<file path="src/sv/tps_pkg.sv">
// Shared types and constants for the timer prescaler / period splitter.
// No dependencies; used by every module of the block.
`timescale 1ns / 1ps
`default_nettype none
package tps_pkg;

    localparam int DW      = 32;              // operand width of divider and root
    localparam int DIV_CW  = $clog2(DW);      // divider step counter width
    localparam int ROOT_W  = DW / 2;          // root width
    localparam int SQ_CW   = $clog2(ROOT_W);  // root step counter width

    localparam logic [1:0] STATUS_OK       = 2'd0;
    localparam logic [1:0] STATUS_ZERO     = 2'd1;
    localparam logic [1:0] STATUS_TOO_HIGH = 2'd2;
    localparam logic [1:0] STATUS_NO_SPLIT = 2'd3;

    typedef enum logic [2:0] {
        ST_IDLE,
        ST_DIV_TOTAL,
        ST_SQRT,
        ST_DIV_PER,
        ST_DIV_CEIL,
        ST_DIV_PER2,
        ST_FINISH
    } state_t;

    typedef struct packed {
        logic          done;
        logic [DW-1:0] quotient;
        logic [DW-1:0] remainder;
    } div_res_t;

    typedef struct packed {
        logic              done;
        logic [ROOT_W-1:0] root;
    } sqrt_res_t;

endpackage
`default_nettype wire

</file>
<file path="src/sv/tps_div.sv">
// Bit-serial restoring divider, one quotient bit per cycle.
// Depends on tps_pkg.
`timescale 1ns / 1ps
`default_nettype none
module tps_div (
    input  wire logic                    aclk,
    input  wire logic                    aresetn,
    input  wire logic                    start,
    input  wire logic [tps_pkg::DW-1:0]  dividend,
    input  wire logic [tps_pkg::DW-1:0]  divisor,
    output tps_pkg::div_res_t            res
);

    logic                         busy_reg, busy_next;
    logic                         done_reg, done_next;
    logic [tps_pkg::DIV_CW-1:0]   cnt_reg, cnt_next;
    logic [tps_pkg::DW-1:0]       quo_reg, quo_next;
    logic [tps_pkg::DW-1:0]       rem_reg, rem_next;
    logic [tps_pkg::DW-1:0]       dsr_reg, dsr_next;
    logic [tps_pkg::DW:0]         shifted;
    logic [tps_pkg::DW+1:0]       diff;

    always_comb begin
        busy_next = busy_reg;
        done_next = 1'b0;
        cnt_next  = cnt_reg;
        quo_next  = quo_reg;
        rem_next  = rem_reg;
        dsr_next  = dsr_reg;
        shifted   = {rem_reg, quo_reg[tps_pkg::DW-1]};
        diff      = {1'b0, shifted} - {2'b00, dsr_reg};
        if (start) begin
            busy_next = 1'b1;
            cnt_next  = '0;
            quo_next  = dividend;
            rem_next  = '0;
            dsr_next  = divisor;
        end else if (busy_reg) begin
            // trial subtract; keep the difference when it did not borrow
            if (!diff[tps_pkg::DW+1]) begin
                rem_next = diff[tps_pkg::DW-1:0];
            end else begin
                rem_next = shifted[tps_pkg::DW-1:0];
            end
            quo_next = {quo_reg[tps_pkg::DW-2:0], ~diff[tps_pkg::DW+1]};
            cnt_next = cnt_reg + 1'b1;
            if (cnt_reg == tps_pkg::DIV_CW'(tps_pkg::DW - 1)) begin
                busy_next = 1'b0;
                done_next = 1'b1;
            end
        end
    end

    always_ff @(posedge aclk) begin
        if (!aresetn) begin
            busy_reg <= 1'b0;
            done_reg <= 1'b0;
            cnt_reg  <= '0;
        end else begin
            busy_reg <= busy_next;
            done_reg <= done_next;
            cnt_reg  <= cnt_next;
        end
        quo_reg <= quo_next;
        rem_reg <= rem_next;
        dsr_reg <= dsr_next;
    end

    assign res.done      = done_reg;
    assign res.quotient  = quo_reg;
    assign res.remainder = rem_reg;

endmodule
`default_nettype wire

</file>
<file path="src/sv/tps_sqrt.sv">
// Digit-serial integer square root, two radicand bits per cycle.
// Depends on tps_pkg.
`timescale 1ns / 1ps
`default_nettype none
module tps_sqrt (
    input  wire logic                    aclk,
    input  wire logic                    aresetn,
    input  wire logic                    start,
    input  wire logic [tps_pkg::DW-1:0]  radicand,
    output tps_pkg::sqrt_res_t           res
);

    logic                             busy_reg, busy_next;
    logic                             done_reg, done_next;
    logic [tps_pkg::SQ_CW-1:0]        cnt_reg, cnt_next;
    logic [tps_pkg::DW-1:0]           x_reg, x_next;
    logic [tps_pkg::ROOT_W:0]         rem_reg, rem_next;
    logic [tps_pkg::ROOT_W-1:0]       root_reg, root_next;
    logic [tps_pkg::ROOT_W+2:0]       rem_sh;
    logic [tps_pkg::ROOT_W+2:0]       trial;
    logic [tps_pkg::ROOT_W+3:0]       diff;

    always_comb begin
        busy_next = busy_reg;
        done_next = 1'b0;
        cnt_next  = cnt_reg;
        x_next    = x_reg;
        rem_next  = rem_reg;
        root_next = root_reg;
        rem_sh    = {rem_reg, x_reg[tps_pkg::DW-1 -: 2]};
        trial     = {1'b0, root_reg, 2'b01};
        diff      = {1'b0, rem_sh} - {1'b0, trial};
        if (start) begin
            busy_next = 1'b1;
            cnt_next  = '0;
            x_next    = radicand;
            rem_next  = '0;
            root_next = '0;
        end else if (busy_reg) begin
            // remainder stays below 2*root+1, so it fits ROOT_W+1 bits
            if (!diff[tps_pkg::ROOT_W+3]) begin
                rem_next  = diff[tps_pkg::ROOT_W:0];
                root_next = {root_reg[tps_pkg::ROOT_W-2:0], 1'b1};
            end else begin
                rem_next  = rem_sh[tps_pkg::ROOT_W:0];
                root_next = {root_reg[tps_pkg::ROOT_W-2:0], 1'b0};
            end
            x_next   = {x_reg[tps_pkg::DW-3:0], 2'b00};
            cnt_next = cnt_reg + 1'b1;
            if (cnt_reg == tps_pkg::SQ_CW'(tps_pkg::ROOT_W - 1)) begin
                busy_next = 1'b0;
                done_next = 1'b1;
            end
        end
    end

    always_ff @(posedge aclk) begin
        if (!aresetn) begin
            busy_reg <= 1'b0;
            done_reg <= 1'b0;
            cnt_reg  <= '0;
        end else begin
            busy_reg <= busy_next;
            done_reg <= done_next;
            cnt_reg  <= cnt_next;
        end
        x_reg    <= x_next;
        rem_reg  <= rem_next;
        root_reg <= root_next;
    end

    assign res.done = done_reg;
    assign res.root = root_reg;

endmodule
`default_nettype wire

</file>
<file path="src/sv/timer_prescaler_period_split_top.sv">
// Work per request: a zero request goes straight to the result; a request that
// is too high takes one division; a normal split takes a division, a root and
// a division; an overflowing period adds two more divisions (serial divider,
// serial root). Throughput: one request at a time; next request taken once
// the result is in the output register. Reset: synchronous active-low
// aresetn, clears control state and clock_freq to 0.
// Sequencer for the splitter; depends on tps_pkg, tps_div, tps_sqrt.
`timescale 1ns / 1ps
`default_nettype none
module timer_prescaler_period_split_top #(
    parameter int COUNT_BITS = 16
) (
    input  wire logic        aclk,
    input  wire logic        aresetn,
    input  wire logic        cfg_wr_en,
    input  wire logic [31:0] cfg_wr_data,   // clock_freq
    input  wire logic        s_tvalid,
    output logic             s_tready,
    input  wire logic [31:0] s_tdata,       // [31:0] target_freq
    output logic             m_tvalid,
    input  wire logic        m_tready,
    output logic [31:0]      m_tdata,       // [15:0] prescaler_reg, [31:16] reload_reg
    output logic [1:0]       m_tuser        // [1:0] status
);

    localparam logic [32:0] CNT_MAX = (33'd1 << COUNT_BITS) - 33'd1;

    tps_pkg::state_t      state_reg, state_next;
    logic [31:0]          clk_freq_reg;
    logic [31:0]          total_reg, total_next;
    logic [31:0]          pre_reg, pre_next;
    logic [31:0]          per_reg, per_next;
    logic [1:0]           stat_reg, stat_next;
    logic                 m_valid_reg, m_valid_next;
    logic [15:0]          m_pre_reg, m_pre_next;
    logic [15:0]          m_rel_reg, m_rel_next;
    logic [1:0]           m_stat_reg, m_stat_next;

    logic                 div_start;
    logic [31:0]          div_a, div_b;
    logic                 sq_start;
    tps_pkg::div_res_t    div_res;
    tps_pkg::sqrt_res_t   sq_res;

    logic [31:0]          root_clamp;
    logic [31:0]          ceil_q;
    logic [31:0]          per_fix;
    logic [31:0]          pre_m1, per_m1;
    logic                 out_free;

    tps_div u_div (
        .aclk     (aclk),
        .aresetn  (aresetn),
        .start    (div_start),
        .dividend (div_a),
        .divisor  (div_b),
        .res      (div_res)
    );

    tps_sqrt u_sqrt (
        .aclk     (aclk),
        .aresetn  (aresetn),
        .start    (sq_start),
        .radicand (div_res.quotient),
        .res      (sq_res)
    );

    assign out_free   = !m_valid_reg || m_tready;
    // root of a nonzero total is at least 1, so only the upper clamp is needed
    assign root_clamp = ({17'd0, sq_res.root} > CNT_MAX) ? CNT_MAX[31:0]
                                                          : {16'd0, sq_res.root};
    assign ceil_q     = div_res.quotient + {31'd0, (div_res.remainder != 32'd0)};
    assign per_fix    = (per_reg == 32'd0) ? 32'd1 : per_reg;
    assign pre_m1     = pre_reg - 32'd1;
    assign per_m1     = per_fix - 32'd1;

    always_comb begin
        state_next = state_reg;
        unique case (state_reg)
            tps_pkg::ST_IDLE: begin
                if (s_tvalid) begin
                    state_next = (s_tdata == 32'd0) ? tps_pkg::ST_FINISH
                                                    : tps_pkg::ST_DIV_TOTAL;
                end
            end
            tps_pkg::ST_DIV_TOTAL: begin
                if (div_res.done) begin
                    state_next = (div_res.quotient == 32'd0) ? tps_pkg::ST_FINISH
                                                             : tps_pkg::ST_SQRT;
                end
            end
            tps_pkg::ST_SQRT: begin
                if (sq_res.done) state_next = tps_pkg::ST_DIV_PER;
            end
            tps_pkg::ST_DIV_PER: begin
                if (div_res.done) begin
                    state_next = ({1'b0, div_res.quotient} > CNT_MAX)
                               ? tps_pkg::ST_DIV_CEIL : tps_pkg::ST_FINISH;
                end
            end
            tps_pkg::ST_DIV_CEIL: begin
                if (div_res.done) state_next = tps_pkg::ST_DIV_PER2;
            end
            tps_pkg::ST_DIV_PER2: begin
                if (div_res.done) state_next = tps_pkg::ST_FINISH;
            end
            tps_pkg::ST_FINISH: begin
                if (out_free) state_next = tps_pkg::ST_IDLE;
            end
            default: state_next = tps_pkg::ST_IDLE;
        endcase
    end

    always_comb begin
        total_next   = total_reg;
        pre_next     = pre_reg;
        per_next     = per_reg;
        stat_next    = stat_reg;
        m_pre_next   = m_pre_reg;
        m_rel_next   = m_rel_reg;
        m_stat_next  = m_stat_reg;
        m_valid_next = m_valid_reg && !m_tready;
        div_start    = 1'b0;
        div_a        = total_reg;
        div_b        = pre_reg;
        sq_start     = 1'b0;
        unique case (state_reg)
            tps_pkg::ST_IDLE: begin
                if (s_tvalid) begin
                    stat_next = tps_pkg::STATUS_OK;
                    if (s_tdata == 32'd0) begin
                        stat_next = tps_pkg::STATUS_ZERO;
                    end else begin
                        div_start = 1'b1;
                        div_a     = clk_freq_reg;
                        div_b     = s_tdata;
                    end
                end
            end
            tps_pkg::ST_DIV_TOTAL: begin
                if (div_res.done) begin
                    total_next = div_res.quotient;
                    if (div_res.quotient == 32'd0) begin
                        stat_next = tps_pkg::STATUS_TOO_HIGH;
                    end else begin
                        sq_start = 1'b1;
                    end
                end
            end
            tps_pkg::ST_SQRT: begin
                if (sq_res.done) begin
                    pre_next  = root_clamp;
                    div_start = 1'b1;
                    div_b     = root_clamp;
                end
            end
            tps_pkg::ST_DIV_PER: begin
                if (div_res.done) begin
                    per_next = div_res.quotient;
                    if ({1'b0, div_res.quotient} > CNT_MAX) begin
                        // period overflows: prescaler = ceil(total / CNT_MAX)
                        div_start = 1'b1;
                        div_b     = CNT_MAX[31:0];
                    end
                end
            end
            tps_pkg::ST_DIV_CEIL: begin
                if (div_res.done) begin
                    pre_next  = ceil_q;
                    div_start = 1'b1;
                    div_b     = ceil_q;
                end
            end
            tps_pkg::ST_DIV_PER2: begin
                if (div_res.done) per_next = div_res.quotient;
            end
            tps_pkg::ST_FINISH: begin
                if (out_free) begin
                    m_valid_next = 1'b1;
                    m_pre_next   = 16'd0;
                    m_rel_next   = 16'd0;
                    m_stat_next  = stat_reg;
                    if (stat_reg == tps_pkg::STATUS_OK) begin
                        if ({1'b0, pre_reg} > CNT_MAX || {1'b0, per_fix} > CNT_MAX) begin
                            m_stat_next = tps_pkg::STATUS_NO_SPLIT;
                        end else begin
                            m_pre_next = pre_m1[15:0];
                            m_rel_next = per_m1[15:0];
                        end
                    end
                end
            end
            default: ;
        endcase
    end

    always_ff @(posedge aclk) begin
        if (!aresetn) begin
            state_reg    <= tps_pkg::ST_IDLE;
            m_valid_reg  <= 1'b0;
            clk_freq_reg <= 32'd0;
        end else begin
            state_reg   <= state_next;
            m_valid_reg <= m_valid_next;
            if (cfg_wr_en) clk_freq_reg <= cfg_wr_data;
        end
        total_reg  <= total_next;
        pre_reg    <= pre_next;
        per_reg    <= per_next;
        stat_reg   <= stat_next;
        m_pre_reg  <= m_pre_next;
        m_rel_reg  <= m_rel_next;
        m_stat_reg <= m_stat_next;
    end

    assign s_tready = (state_reg == tps_pkg::ST_IDLE);
    assign m_tvalid = m_valid_reg;
    assign m_tdata  = {m_rel_reg, m_pre_reg};
    assign m_tuser  = m_stat_reg;

endmodule
`default_nettype wire

</file>
<file path="config.mk">
export PLATFORM = sky130hd
export DESIGN_NAME = timer_prescaler_period_split_top
export DESIGN_NICKNAME = d
export VERILOG_FILES = /design/src/sv/tps_pkg.sv /design/src/sv/tps_div.sv /design/src/sv/tps_sqrt.sv /design/src/sv/timer_prescaler_period_split_top.sv
export SDC_FILE = /design/constraint.sdc
export NUM_CORES = 1
export LEC_CHECK = 0
export ABC_AREA = 0
export BUFFER_PORTS_ARGS = -buffer_cell sky130_fd_sc_hd__buf_2
export CAP_MARGIN = 20
export CORE_UTILIZATION = 56
export DETAILED_ROUTE_END_ITERATION = 7
export PLACE_DENSITY = 0.89
export SYNTH_ARGS = -nofsm -noshare
export SYNTH_HDL_FRONTEND = slang
export SYNTH_SLANG_ARGS = --single-unit
</file>
<file path="constraint.sdc">
create_clock -name aclk -period 3.6 [get_ports aclk]
set_clock_uncertainty 0.05 [all_clocks]
set_input_delay 0.72 -clock aclk [delete_from_list [all_inputs] [get_ports aclk]]
set_output_delay 0.72 -clock aclk [all_outputs]
set_load 0.05 [all_outputs]
</file>
* Word-level counts from Yosys, hierarchy flattened
Cells that the tools add are included.
Storage, ports and cells: input bits 69, logic and storage cells 136, register bits after elaboration 342
Operators by class: add/sub/neg operators 7, reduce and logical (&&, ||, !) cells 26, magnitude comparators 3, mux-type cells 57, bitwise gates (word level) 5, eq/ne operators 16
Operators by type and width (number):
- 32-bit two-way mux | 15
- 32-bit case mux with 4 select lines | 1
- 32-bit by 16-bit greater-than comparator with 1-bit output, second input constant | 3
- 32-bit zero test | 3
- 32-bit case mux with 2 select lines | 1
- 33-bit by 32-bit subtractor with 34-bit output | 1
- 32-bit by 1-bit adder with 32-bit output | 1
- 32-bit nonzero test | 1
- 16-bit by 1-bit subtractor with 16-bit output, second input constant | 2
- 3-bit two-way mux | 9
- 1-bit two-way mux | 21
- 3-bit case mux with 7 select lines | 1
- 19-bit by 18-bit subtractor with 20-bit output | 1
- 17-bit two-way mux | 1
- 2-bit two-way mux | 6
- 2-bit by 1-bit inequality test with 1-bit output, second input constant | 5
- 3-bit == test, second input constant | 3
- 2-bit nonzero test | 4
- 2-bit OR reduction | 4
- 7-bit AND reduction | 1
- 3-bit by 2-bit == test with 1-bit output, second input constant | 2
- 2-bit inequality test, second input constant | 3
- 2-bit AND reduction | 3
- 3-bit OR reduction | 2
- 14 further kinds | 20

* Depth between registers and ports, before layout
word-level depth 6, gate-level depth with buffers 13, gate-level depth less buffers 13

* Cells and area by module
From an unflattened synthesis, not the netlist that was laid out.
Unflattened totals: cell total of the unflattened synthesis 1804, area, all modules 18881.9 um^2
By module, submodules not included:
- timer_prescaler_period_split_top | times used 1, seq. area each 4684.5 um^2, cells an instance 856, area an instance 9162.5 um^2
- tps_div | times used 1, seq. area each 2702.6 um^2, cells an instance 586, area an instance 5973.2 um^2
- tps_sqrt | times used 1, seq. area each 1741.7 um^2, cells an instance 362, area an instance 3746.1 um^2

* Worst setup path before layout
Ideal clock, no wire load.
path kind reg-to-reg, start point reg state_reg[0], end point reg u_sqrt.x_reg[0] (netlist name) (enable), data arrival time 3332 ps, clock period less this slack 3776 ps, stages on the path, launching flop included 8, setup slack -176 ps, data required time 3156 ps, path through dfxtp_1 > nor2b_1 > nor2b_1 > and2_1 > clkbuf_1 > nand2_1 > clkbuf_1 > nand2b_1
Between the ends: longest elaborated chain between the ends 3
Ends and longest elaborated chain:
- start: declaration | RTL line timer_prescaler_period_split_top.sv:28 | tps_pkg::state_t state_reg, state_next;
- start signal: assignment | RTL line timer_prescaler_period_split_top.sv:199 | state_reg <= tps_pkg::ST_IDLE;
- start signal: assignment | RTL line timer_prescaler_period_split_top.sv:203 | state_reg <= state_next;
- 3-bit by 1-bit == test with 1-bit output | RTL line timer_prescaler_period_split_top.sv:127 | unique case (state_reg)
- 1-bit two-way mux | RTL line timer_prescaler_period_split_top.sv:127
- 2-bit nonzero test (no line)
- end signal: assignment | RTL line tps_sqrt.sv:67 | x_reg <= x_next;
- end: declaration | RTL line tps_sqrt.sv:16 | logic [tps_pkg::DW-1:0] x_reg, x_next;
No other way between the ends. A chain may end at the register's enable or synchronous reset.

* Worst setup path after layout
start point reg u_div.quo_reg[16] (netlist name), end point reg u_div.rem_reg[28] (netlist name)
Between the ends: longest elaborated chain between the ends 4
Ends and longest elaborated chain:
- start: declaration | RTL line tps_div.sv:17 | logic [tps_pkg::DW-1:0] quo_reg, quo_next;
- start signal: assignment | RTL line tps_div.sv:64 | quo_reg <= quo_next;
- 32-bit by 16-bit greater-than comparator with 1-bit output | RTL line timer_prescaler_period_split_top.sv:160 | if ({1'b0, div_res.quotient} > CNT_MAX) begin
- 1-bit two-way mux | RTL line timer_prescaler_period_split_top.sv:160
- 1-bit two-way mux | RTL line timer_prescaler_period_split_top.sv:158 | if (div_res.done) begin
- 1-bit case mux with 4 select lines | RTL line timer_prescaler_period_split_top.sv:127
- end signal: assignment | RTL line tps_div.sv:65 | rem_reg <= rem_next;
- end: declaration | RTL line tps_div.sv:18 | logic [tps_pkg::DW-1:0] rem_reg, rem_next;
No other way between the ends.

==> impl_metrics.json <==
{
  "setup_viol": 0,
  "cts.clk_slew.worst_paths_ps": 60,
  "vias": 15800,
  "period_minus_slack_ps": 3560,
  "p_per_area_mw_per_mm2": 708,
  "hold_buffers": 0,
  "max_freq_mhz": 281,
  "area_growth_syn_to_layout_pct": 12.0,
  "synth_edf_count": 228,
  "cts_made_buffers": 36,
  "drv_cap": 0,
  "start_kind": "flop",
  "timing.setup.tns_ps": 0,
  "syn-mean-instance-area_um2": 9.73,
  "synth_seq_cells": 342,
  "p_leak_uw": 0.00811,
  "cts_root_buf": "clkbuf_16",
  "die_height_um": 185,
  "cts_max_level": 2,
  "fp-row-count": 66,
  "async_flop_share": 0,
  "hold_class": "input pin to flop",
  "setup.worst_path.end_class": "flop",
  "coreArea_mm2": 0.0327,
  "remaining_drc_errors": 0,
  "initial_core_util": 0.573,
  "gp_congestion": 0.973,
  "die_area_mm2": 0.0342,
  "critPathKind": "flop to flop",
  "irDropWorstVdd_v": 0.000354,
  "syn_inst": 1924,
  "drive_gt1_frac": 0.124,
  "cts_tree": "built",
  "yosys.cell_types.count": 84,
  "grt_max_degree": 65,
  "num-nets-final": 2136,
  "hold_viol_final": 0,
  "die_x_um": 185,
  "maxSlewHeadroom": 0.256,
  "dr.pass1.iters": 8,
  "hold-path-cell-count": 3,
  "clk_latency_ps": 540,
  "tightest_slew_ps": 1110,
  "outcome": "finished clean",
  "crit_fanout": 8,
  "slew_violations": 0,
  "antenna_found_initial": 1,
  "diodes": 0,
  "vias_per_cell": 6.36,
  "syn_area_mm2": 0.0187,
  "track_usage": 0.306,
  "rr_worst_depth": 9,
  "synthFlopType": "edfxtp_1",
  "cp.required_ps": 4020,
  "hold_ws_ps": 384,
  "ys_seq_area_frac": 0.487,
  "grt_pass1_vias": 15100,
  "ioPinCount": 105,
  "critPathArrivalTime_ps": 3980,
  "n_fill_cell": 2512,
  "grt_overflow": 0,
  "dpl.hpwl_mm": 37.1,
  "dpl_cell_area_mm2": 0.0198,
  "ant_nets": 0,
  "stdcell_area_mm2": 0.0210,
  "finalCritPeriodShare": 0.989,
  "syn_nets": 2050,
  "clockBufferDepth": 3,
  "cts_num_sinks": 342,
  "synth_warnings": 0,
  "grt_pass1_wl_mm": 81.3,
  "wl_per_cell_um": 21.1,
  "wl_mm": 52.2,
  "io_buffer_count": 104,
  "rsz0062_at_grt": "false",
  "dr.first_iter.drc_count": 2003
}
==> synthesized netlist by cell type, drive strengths merged (4+ instances only) <==
master   instances  area, µm²
mux2i          117       1170
a32oi            5       62.6
nand4           26        163
o21ai          136        684
or4              7       60.1
nand3           35        175
o2111ai          4       35.0
nor2           151        567
a221o           16        160
nand2b          13       81.3
a21boi           5       37.5
a41oi            5       43.8
clkbuf          82        310
nor2b           46        288
nor4            42        269
a211oi          24        180
inv             76        285
o21bai          10       75.1
and2            10       65.1
nor3            36        206
a21o            42        315
nor3b            7       52.6
ha              56        701
and4             7       63.8
buf             32        159
o22ai            8       50.1
a31oi           26        163
or2             11       68.8
a211o            5       43.8
o211ai          12       90.1
dfxtp          114       2280
xnor2           43        377
xor2            43        377
a21oi           97        485
o221ai           7       61.3
and3            12       75.1
nand2          254        953
o21a            10       75.1
edfxtp         228       6850
or3             19        119
==> power by group <==
group	leakage [µW]	switching [µW]	total [µW]	internal, µW
clock network	0.000572	1570	3680	2110
logic	0.00456	3400	5530	2130
registers	0.00298	685	5650	4960
==> routing by layer <==
metal / GRT usage / vias up / share of wire
li1: - / 7186 / -
met1: 0.388 / 7426 / 0.38
met2: 0.506 / 946 / 0.48
met3: 0.0499 / 206 / 0.092
met4: 0.151 / 2 / 0.050
met5: 0 / - / 0.00025
==> cell usage in the layout (no fill, tap or decap), drive strengths merged, types with 7 or more instances in the layout <==
| master | Yosys | routed |
|---|---|---|
| dfxtp | 114 | 114 |
| inv | 76 | 78 |
| nand2 | 254 | 254 |
| o22ai | 8 | 8 |
| o211ai | 12 | 12 |
| a221o | 16 | 16 |
| a31oi | 26 | 26 |
| clkbuf | 82 | 47 |
| nor3b | 7 | 7 |
| or4 | 7 | 7 |
| o21ai | 136 | 136 |
| nor4 | 42 | 42 |
| nor3 | 36 | 36 |
| ha | 56 | 56 |
| mux2i | 117 | 117 |
| nand4 | 26 | 26 |
| a211oi | 24 | 24 |
| nor2b | 46 | 46 |
| and4 | 7 | 7 |
| nand3 | 35 | 35 |
| edfxtp | 228 | 228 |
| xnor2 | 43 | 43 |
| a21o | 42 | 42 |
| or2 | 11 | 11 |
| clkinv | 0 | 13 |
| nand2b | 13 | 13 |
| buf | 32 | 162 |
| o21bai | 10 | 10 |
| and2 | 10 | 10 |
| o21a | 10 | 10 |
| a21oi | 97 | 97 |
| o221ai | 7 | 7 |
| xor2 | 43 | 43 |
| nor2 | 151 | 151 |
| and3 | 12 | 12 |
| or3 | 19 | 19 |
==> critical path, cell delays in order, from the launching register on <==
cell       delay [ps]
edfxtp_1          600
nor4_1            640
a41o_1            610
a21oi_1           220
nor3_4            400
buf_4             230
nand2_1           210
nor3_1            240
o2111ai_1         190
nand2_1            90
==> through the flow <==
stage | cells | util | power, µW | setup slack (ps)
after floorplan | 1924 | - | 9380 | 0.677
after CTS | 2480 | 0.641 | 14700 | 160
after global placement | 2414 | 0.605 | 10900 | 246
after detailed placement | 2414 | 0.605 | 11100 | 198
after global routing | 2480 | 0.641 | 15500 | 18.9
final | 2480 | 0.641 | 14900 | 40.3
==> path summary, 6_finish.rpt <==
path	slack, ps	end	from
max	40	u_div.rem_reg[28]$_SDFFE_PP0P_	u_div.quo_reg[16]$_DFFE_PP_
min	380	clk_freq_reg[27]$_SDFFE_PN0P_	cfg_wr_data[27]
max reg2reg	40	u_div.rem_reg[28]$_SDFFE_PP0P_	u_div.quo_reg[16]$_DFFE_PP_
min reg2reg	440	u_sqrt.done_reg$_SDFF_PP0_	u_sqrt.cnt_reg[3]$_SDFFE_PP0P_
==> final cells by class <==
class                   instances  area [µm²]  share of cell area
inverters                      76         285              0.0136
multi-input cells            1392        8850               0.422
flip-flops and latches        342        9130               0.435
clock buffers                  47         992              0.0473
well taps                     442         553              0.0264
repair buffers                162         981              0.0468
clock inverters                19         174             0.00829
==> cell families (layout without fill, tap and decap cells) <==
kind of cell,after synthesis,after routing,synth area share
DFF,342,342,0.487
xor gates and xnor gates,86,86,0.0402
adders and majority gates,57,57,0.0385
muxes,117,117,0.0625
AOI/OAI and AO/OA,449,449,0.156
buffers and inverters,190,304,0.0403
and+or+nand+nor,683,683,0.175
==> timing repair <==
item                       CTS  global route
setup buffers                0             0
setup endpoints to repair    0             1
gates resized for setup      0             1
Power figures use the tool's default switching activity.
